<file path="config.mk">
export PLATFORM = sky130hd
export DESIGN_NAME = bsbp_reduce
export DESIGN_NICKNAME = d
export VERILOG_FILES = /design/src/design/bsbp_pkg.sv /design/src/design/bsbp_reduce.sv
export SDC_FILE = /design/constraint.sdc
export NUM_CORES = 2
export LEC_CHECK = 0
export BUFFER_PORTS_ARGS = -buffer_cell sky130_fd_sc_hd__buf_2
export CORE_AREA = 2 2 364 366
export DETAILED_ROUTE_END_ITERATION = 8
export DIE_AREA = 0 0 366 368
export GPL_TIMING_DRIVEN = 0
export PLACE_DENSITY = 0.61
export SYNTH_ARGS = -nofsm -noshare
export SYNTH_HDL_FRONTEND = slang
export SYNTH_SLANG_ARGS = --single-unit
</file>
<file path="constraint.sdc">
create_clock -name clk -period 6 [get_ports clk]
set_clock_uncertainty 0.1 [all_clocks]
set_input_delay 0 -clock clk [delete_from_list [all_inputs] [get_ports clk]]
set_output_delay 0 -clock clk [all_outputs]
set_load 0.05 [all_outputs]
</file>
<file path="src/design/bsbp_pkg.sv">
// ----------------------------------------------------------------------------
// bsbp_pkg
// Shared types, constants and helper functions of the box screen bounds
// projector.
// ----------------------------------------------------------------------------
package bsbp_pkg;

    localparam int COORD_W         = 24;
    localparam int ENTRY_W         = 32;
    localparam int PROD_W          = COORD_W + ENTRY_W;
    localparam int ACC_W           = PROD_W + 4;
    localparam int MAG_W           = ACC_W;
    localparam int Q_W             = 32;
    localparam int FRAC_W          = 16;
    localparam int NUM_W           = MAG_W + Q_W;
    localparam int STEPS_PER_STAGE = 2;
    localparam int DIV_STAGES      = Q_W / STEPS_PER_STAGE;
    localparam int N_CORNERS       = 8;
    localparam int N_COLS          = 4;
    localparam int N_AXES          = 3;
    localparam int N_QUOT          = N_CORNERS * N_AXES;
    localparam int CFG_REGS        = 8;
    localparam int CFG_IDX_W       = 4;
    localparam int CFG_DATA_W      = 64;
    localparam int TRANS_SHIFT     = 8;

    localparam int COL_X = 0;
    localparam int COL_Y = 1;
    localparam int COL_Z = 2;
    localparam int COL_W = 3;

    localparam logic signed [ACC_W-1:0] NEAR_EPS = ACC_W'(168);
    localparam logic signed [33:0]      Q16_ONE  = 34'sd65536;
    localparam logic signed [Q_W-1:0]   S32_MAX  = 32'sh7FFF_FFFF;
    localparam logic signed [Q_W-1:0]   S32_MIN  = 32'sh8000_0000;

    typedef logic signed [COORD_W-1:0]            coord_t;
    typedef logic signed [ENTRY_W-1:0]            entry_t;
    typedef logic signed [ACC_W-1:0]              acc_t;
    typedef logic signed [Q_W-1:0]                q16_t;
    typedef logic [CFG_REGS-1:0][CFG_DATA_W-1:0]  cfg_array_t;

    localparam cfg_array_t CFG_RESET = {
        64'h0001_0000_0000_0000, 64'h0, 64'h0000_0000_0001_0000, 64'h0,
        64'h0, 64'h0001_0000_0000_0000, 64'h0, 64'h0000_0000_0001_0000
    };

    typedef enum logic [1:0] {
        QM_NORMAL = 2'd0,
        QM_MAX    = 2'd1,
        QM_MIN    = 2'd2,
        QM_ZERO   = 2'd3
    } qmode_t;

    typedef struct packed {
        logic                    near;
        qmode_t [N_QUOT-1:0]     mode;
        logic   [N_QUOT-1:0]     neg;
    } side_t;

    typedef struct packed {
        logic vis;
        q16_t mnx;
        q16_t mny;
        q16_t mxx;
        q16_t mxy;
        q16_t mnz;
    } result_t;

    function automatic entry_t cfg_entry(input cfg_array_t cfg, input int r, input int c);
        logic [CFG_DATA_W-1:0] word;
        word = cfg[(r << 1) + (c >> 1)];
        return ((c & 1) != 0) ? entry_t'(word[63:32]) : entry_t'(word[31:0]);
    endfunction

    function automatic q16_t sat32(input logic signed [33:0] v);
        if (v > 34'(S32_MAX))
            return S32_MAX;
        if (v < 34'(S32_MIN))
            return S32_MIN;
        return q16_t'(v);
    endfunction

    function automatic q16_t fin_quot(input qmode_t m, input logic neg,
                                      input logic [Q_W-1:0] mag);
        q16_t r;
        case (m)
            QM_MAX:  r = S32_MAX;
            QM_MIN:  r = S32_MIN;
            QM_ZERO: r = '0;
            default:
            begin
                if (neg)
                    r = (mag > 32'h8000_0000) ? S32_MIN : q16_t'(-mag);
                else
                    r = mag[Q_W-1] ? S32_MAX : q16_t'(mag);
            end
        endcase
        return r;
    endfunction

    function automatic q16_t smin(input q16_t a, input q16_t b);
        return (b < a) ? b : a;
    endfunction

    function automatic q16_t smax(input q16_t a, input q16_t b);
        return (b > a) ? b : a;
    endfunction

endpackage

</file>
<file path="src/design/bsbp_reduce.sv">
// ----------------------------------------------------------------------------
// bsbp_reduce
// Two-stage min/max tree over the eight projected corners, with the
// assumed-visible override in the output register.
// ----------------------------------------------------------------------------
module bsbp_reduce import bsbp_pkg::*;
(
    input  logic       clk,
    input  logic [1:0] adv,
    input  q16_t       sx [N_CORNERS],
    input  q16_t       sy [N_CORNERS],
    input  q16_t       dz [N_CORNERS],
    input  logic       near,
    output result_t    res
);

    localparam int GROUPS = 2;
    localparam int GSIZE  = N_CORNERS / GROUPS;

    q16_t    mnx_reg [GROUPS];
    q16_t    mny_reg [GROUPS];
    q16_t    mxx_reg [GROUPS];
    q16_t    mxy_reg [GROUPS];
    q16_t    mnz_reg [GROUPS];
    logic    near_reg;
    result_t res_reg;
    result_t res_next;

    always_ff @(posedge clk)
    begin
        if (adv[0])
        begin
            near_reg <= near;
            for (int g = 0; g < GROUPS; g++)
            begin
                mnx_reg[g] <= smin(smin(sx[g*GSIZE], sx[g*GSIZE+1]),
                                   smin(sx[g*GSIZE+2], sx[g*GSIZE+3]));
                mxx_reg[g] <= smax(smax(sx[g*GSIZE], sx[g*GSIZE+1]),
                                   smax(sx[g*GSIZE+2], sx[g*GSIZE+3]));
                mny_reg[g] <= smin(smin(sy[g*GSIZE], sy[g*GSIZE+1]),
                                   smin(sy[g*GSIZE+2], sy[g*GSIZE+3]));
                mxy_reg[g] <= smax(smax(sy[g*GSIZE], sy[g*GSIZE+1]),
                                   smax(sy[g*GSIZE+2], sy[g*GSIZE+3]));
                mnz_reg[g] <= smin(smin(dz[g*GSIZE], dz[g*GSIZE+1]),
                                   smin(dz[g*GSIZE+2], dz[g*GSIZE+3]));
            end
        end
    end

    always_comb
    begin
        res_next.vis = near_reg;
        res_next.mnx = smin(mnx_reg[0], mnx_reg[1]);
        res_next.mxx = smax(mxx_reg[0], mxx_reg[1]);
        res_next.mny = smin(mny_reg[0], mny_reg[1]);
        res_next.mxy = smax(mxy_reg[0], mxy_reg[1]);
        res_next.mnz = smin(mnz_reg[0], mnz_reg[1]);
        if (near_reg)
        begin
            res_next.mnx = '0;
            res_next.mxx = '0;
            res_next.mny = '0;
            res_next.mxy = '0;
            res_next.mnz = '0;
        end
    end

    always_ff @(posedge clk)
    begin
        if (adv[1])
            res_reg <= res_next;
    end

    assign res = res_reg;

endmodule

</file>
# Word-level counts from Yosys, hierarchy flattened
# Memory sizes are Yosys's and may differ from the RTL's.
# Cells that the tools add are included.
[word_totals] reg_bits=162 ramBits=320 elab_cells=84 memories=5
[op_classes] n_lt_le_gt_ge=35 n_mux=37
[mem_list] memory="mnx_reg" depth=2 width=32 read_ports=2 rd_clocked_by_memory_dff=0 write_ports=2 line="bsbp_reduce.sv:20" source="q16_t mnx_reg [GROUPS];"
[mem_list] memory="mny_reg" depth=2 width=32 read_ports=2 rd_clocked_by_memory_dff=0 write_ports=2 line="bsbp_reduce.sv:21" source="q16_t mny_reg [GROUPS];"
[mem_list] memory="mnz_reg" depth=2 width=32 read_ports=2 rd_clocked_by_memory_dff=0 write_ports=2 line="bsbp_reduce.sv:24" source="q16_t mnz_reg [GROUPS];"
[mem_list] memory="mxx_reg" depth=2 width=32 read_ports=2 rd_clocked_by_memory_dff=0 write_ports=2 line="bsbp_reduce.sv:22" source="q16_t mxx_reg [GROUPS];"
[mem_list] memory="mxy_reg" depth=2 width=32 read_ports=2 rd_clocked_by_memory_dff=0 write_ports=2 line="bsbp_reduce.sv:23" source="q16_t mxy_reg [GROUPS];"
[op_table] cell="$mux 32" count=35
[op_table] cell="$lt 32x32->1" count=21
[op_table] cell="$gt 32x32->1" count=14
[op_table] cell="$mux 1" count=2

# Logic depth before layout (Yosys ltp)
[depth] depth_word=4 depth_mapped=27 depth_no_buf=23

# Least setup slack after synthesis
# Ideal clock, no wire load.
[synth_path] kind="input to register" from="input sy[245] (netlist bit)" to="memory mny_reg[0][10] (netlist bit), data pin" setup_ps=256 t_arrival_ps=4987 required_time_ps=5644 path_slack_ps=657 cell_stages=22 path_cell_list="inv_1 > ha_1 > a21o_1 > a21o_1 > a221o_1 > a21oi_1 > nor2_1 > a21oi_1 > clkbuf_1 > mux2i_1 > ha_1 > a21o_1 > a21o_1 > a2111oi_0 > nor3_1 > or3b_1 > a311oi_2 > nand2_1 > nor3_2 > nor2_1 > buf_2 > o22a_1"
[synth_lines] element="start, declared" line="bsbp_reduce.sv:11" source="input q16_t sy [N_CORNERS],"
[synth_lines] element="end, declared" line="bsbp_reduce.sv:21"

==> impl_metrics.prom <==
# TYPE chip_impl_metric gauge
chip_impl_info{name="result_of_the_run",value="complete, but fails checks"} 1
chip_impl_info{name="failed_checks",value="negative hold slack, negative setup slack"} 1
chip_impl_metric{name="postSynthNetCount",unit=""} 6817
chip_impl_metric{name="final_count_of_negative_setup_slack_endpoints",unit=""} 1
chip_impl_info{name="rsz0062_at_grt",value="yes"} 1
chip_impl_info{name="top_usage_layer",value="met2"} 1
chip_impl_info{name="holdCritPathClass",value="input port to flip-flop"} 1
chip_impl_metric{name="core_region_area",unit="mm2"} 0.1308
chip_impl_metric{name="via_count",unit=""} 49230
chip_impl_metric{name="drt-pass1-iter-count",unit=""} 6
chip_impl_info{name="category_of_the_worst_setup_path_launch_point",value="input port"} 1
chip_impl_metric{name="design.die.area",unit="mm2"} 0.1347
chip_impl_metric{name="place_congestion",unit=""} 0.9966
chip_impl_metric{name="fp-row-count",unit=""} 133
chip_impl_metric{name="post-route-period-util",unit="%"} 100.1
chip_impl_metric{name="max-clock-path-buffers",unit=""} 3
chip_impl_metric{name="detailed_place_hpwl",unit="um"} 174300
chip_impl_metric{name="yosys_register_bits",unit=""} 482
chip_impl_metric{name="grt_start_max_net_pins",unit=""} 111
chip_impl_metric{name="synth_to_layout_area_growth",unit="%"} 39.46
chip_impl_metric{name="grt_use_met2",unit="%"} 51.14
chip_impl_metric{name="fin_hold_ws",unit="ns"} -0.008364
chip_impl_metric{name="clock_sinks",unit=""} 482
chip_impl_info{name="clock_tree_from_tritoncts",value="yes"} 1
chip_impl_metric{name="synth_async_sr_flop_share",unit="%"} 0
chip_impl_metric{name="grtUsageTotal",unit="%"} 31.48
chip_impl_info{name="ctsRootBufferMaster",value="clkbuf_16"} 1
chip_impl_metric{name="worstPathMaxFanout",unit=""} 10
chip_impl_metric{name="syn-cell-area",unit="mm2"} 0.04897
chip_impl_metric{name="synthCells",unit=""} 5194
chip_impl_metric{name="post-route-drc-count",unit=""} 0
chip_impl_metric{name="slew_headroom",unit="%"} 9.090
chip_impl_metric{name="clock.fmax",unit="MHz"} 166.6
chip_impl_metric{name="cts_htree_levels",unit=""} 2
chip_impl_metric{name="cts_made_buffers",unit=""} 57
chip_impl_metric{name="power.density",unit="mW/mm2"} 295.8
chip_impl_info{name="worst-setup-path-type",value="input port to flip-flop"} 1
chip_impl_metric{name="initial_utilization",unit="%"} 37.44
chip_impl_metric{name="final_nets",unit=""} 8778
chip_impl_info{name="timing.critical_path.to_type",value="flip-flop"} 1
chip_impl_metric{name="floorplan.die.width",unit="um"} 366
chip_impl_metric{name="drive_gt1_share",unit="%"} 17.57
chip_impl_metric{name="routed_wl",unit="um"} 220700
chip_impl_metric{name="leakage",unit="nW"} 34.14
chip_impl_metric{name="final_antenna_net_count",unit=""} 0
chip_impl_metric{name="route.detailed.wl_per_inst",unit="um"} 24.51
chip_impl_metric{name="timing_worst_slew_pin_value",unit="ns"} 1.364
chip_impl_metric{name="timing.critical_path.arrival",unit="ns"} 6.28
chip_impl_metric{name="largest_reg_flops",unit=""} 161
chip_impl_metric{name="grt.met1_usage",unit="%"} 38.37
chip_impl_metric{name="floorplan.die.height",unit="um"} 368
chip_impl_metric{name="post_synth_num_cell_types",unit=""} 80
chip_impl_metric{name="min_period",unit="ns"} 6.003
chip_impl_metric{name="overflow",unit=""} 0
chip_impl_metric{name="vias_in_the_first_global_route",unit=""} 49544
chip_impl_metric{name="antenna_found_initial",unit=""} 92
chip_impl_metric{name="pin_count",unit=""} 933
chip_impl_metric{name="post_drt_via_cell_ratio",unit=""} 5.466
chip_impl_metric{name="final_hold_viol_count",unit=""} 1
chip_impl_metric{name="synth.avg_cell_area",unit="um2"} 9.428
chip_impl_metric{name="cts.reportedPaths.clkPinSlew",unit="ns"} 0.06
chip_impl_metric{name="wire_length_of_the_first_global_routing_pass",unit="um"} 318200
chip_impl_metric{name="synth_enable_flop_cells",unit=""} 482
chip_impl_metric{name="buffer_ports.inserted",unit=""} 932
chip_impl_metric{name="finalCoreUtilization",unit="%"} 52.21
chip_impl_metric{name="ys_seq_area_share",unit="%"} 29.56
chip_impl_metric{name="max-cap-violations",unit=""} 0
chip_impl_info{name="ys_dominant_reg_cell",value="edfxtp_1"} 1
chip_impl_metric{name="synth_warnings",unit=""} 0
chip_impl_metric{name="fin_ws",unit="ns"} -0.003332
chip_impl_metric{name="worstSkewPairLatency",unit="ns"} 0.69
chip_impl_metric{name="cp.required",unit="ns"} 6.28
chip_impl_metric{name="ir_drop",unit="mV"} 0.2212
chip_impl_metric{name="report.final.slew_viol_count",unit=""} 0
chip_impl_metric{name="met3_usage",unit="%"} 7.487
chip_impl_metric{name="tns",unit="ns"} -0.003332
chip_impl_metric{name="initialDrtViolationCount",unit=""} 4032
what timing repair did:
item	in CTS	in global routing
pin swaps	0	2
hold buffers	961	6
buffers inserted	0	1
hold endpoints to repair	514	4
resized for setup	37	157
setup endpoints to repair	189	293
Yosys cell counts, drive strengths merged, types with 9 or more instances:
master | instances | area, um2
a31oi | 12 | 75.07
a21oi | 392 | 1962
and3 | 9 | 56.30
a211oi | 35 | 262.8
o21bai | 10 | 75.07
and4 | 12 | 105.1
nand2 | 231 | 867.1
nor2b | 45 | 281.5
nand4 | 146 | 913.4
mux2i | 805 | 8058
o311ai | 33 | 289.0
a21o | 160 | 1201
mux2 | 69 | 777.0
o21ai | 153 | 765.7
nor2 | 373 | 1400
nor4 | 17 | 106.4
nand3 | 61 | 305.3
nand2b | 21 | 131.4
a2111oi | 17 | 148.9
clkbuf | 104 | 390.4
ha | 851 | 10650
o22a | 31 | 271.5
edfxtp | 482 | 14470
buf | 67 | 357.8
o21a | 83 | 623.1
o211ai | 21 | 157.7
nor3 | 41 | 215.2
a21boi | 9 | 67.56
inv | 781 | 2932
worst paths after layout:
path / depth (start not counted) / slack (ns) / end / from
max: 25 / -0.003 / mxy_reg[0][29] / sy[173]
min: 3 / -0.008 / mxy_reg[0][28] / sy[188]
max reg2reg: 9 / 0.54 / res[62] / mxy_reg[0][63]
min reg2reg: 0 / 0.38 / res[160] / near_reg
power by group:
part / total, mW / switching [mW] / internal [mW] / leakage [nW]
combinational: 11.0 / 6.49 / 4.49 / 28.4
sequential: 5.43 / 0.565 / 4.87 / 4.80
clock: 3.79 / 1.58 / 2.21 / 0.966
total: 20.2 / 8.64 / 11.6 / 34.1
worst max-delay path, stage by stage:
cell       delay [ns]
buf_2            0.12
inv_1            0.05
ha_1             0.30
nand4_1          0.22
nor3_4           0.39
o21ai_0          0.26
a41o_1           0.30
and3_1           0.25
a311oi_4         0.37
buf_2            0.45
mux2i_1          0.31
inv_1            0.08
ha_1             0.35
nand2_1          0.08
nor2_1           0.19
and3_1           0.35
o21ai_0          0.14
a21oi_1          0.29
a2111oi_2        0.12
o21ai_1          0.12
o41ai_1          0.10
o21ba_2          0.24
clkbuf_1         0.24
buf_2            0.41
mux2i_1          0.55
cell families after synthesis:
| group | synth area share, % |
|---|---|
| AOI/OAI and AO/OA | 13.53 |
| and+or+nand+nor | 9.503 |
| buffers and inverters | 7.515 |
| muxes | 18.04 |
| adders and majority gates | 21.74 |
| DFF | 29.56 |
| xor gates and xnor gates | 0.1073 |
metrics by stage:
stage          total power, mW  instance area [um2]  hold WS [ns]  std cells  setup WS, ns
2_1_floorplan            11.75                48970     -0.001131       5194        0.6567
3_3_place_gp             15.08                55830       0.09416       7881        -1.438
3_5_place_dp             15.15                55960       0.09695       7885        -1.436
4_1_cts                  19.98                67700     0.0008875       8949      0.002128
5_1_grt                  21.30                68240      -0.01583       8987      -0.09764
6_report                 20.20                68290     -0.008364       9006     -0.003332
cell usage in the layout, fill, tap and decap left out, types with 23 or more instances in the layout:
cell / count
ha_1: 851
nor2b_1: 45
nor2_1: 372
a211oi_1: 34
dlygate4sd3_1: 967
edfxtp_1: 482
buf_2: 964
clkbuf_2: 24
nand2_1: 231
a21o_1: 160
a21oi_1: 388
o22a_1: 31
nand4_1: 146
mux2i_2: 23
clkbuf_1: 75
o311ai_1: 30
clkbuf_16: 58
mux2_2: 67
o21ai_0: 141
diode_2: 52
nand3_1: 61
mux2i_1: 778
inv_1: 780
o21a_1: 83
nor3_1: 36
layer usage:
| metal | vias to the layer above | part of all wire [%] |
|---|---|---|
| met5 | - | 0.21 |
| met4 | 68 | 6.6 |
| met3 | 636 | 8.2 |
| met2 | 2200 | 45 |
| met1 | 23357 | 40 |
| li1 | 22969 | - |
area by class of cell:
class                   count  area (um2)
diodes                     52       130.1
plain buffers             169       868.3
clock buffers              63        1470
clock inverters            40       514.2
fillers                 12214       62510
inverters                 781        2932
multi-input cells        3760       31220
flip-flops and latches    482       14470
well taps                1755        2196
repair buffers           1904       14480
Power figures use the tool's default switching activity.
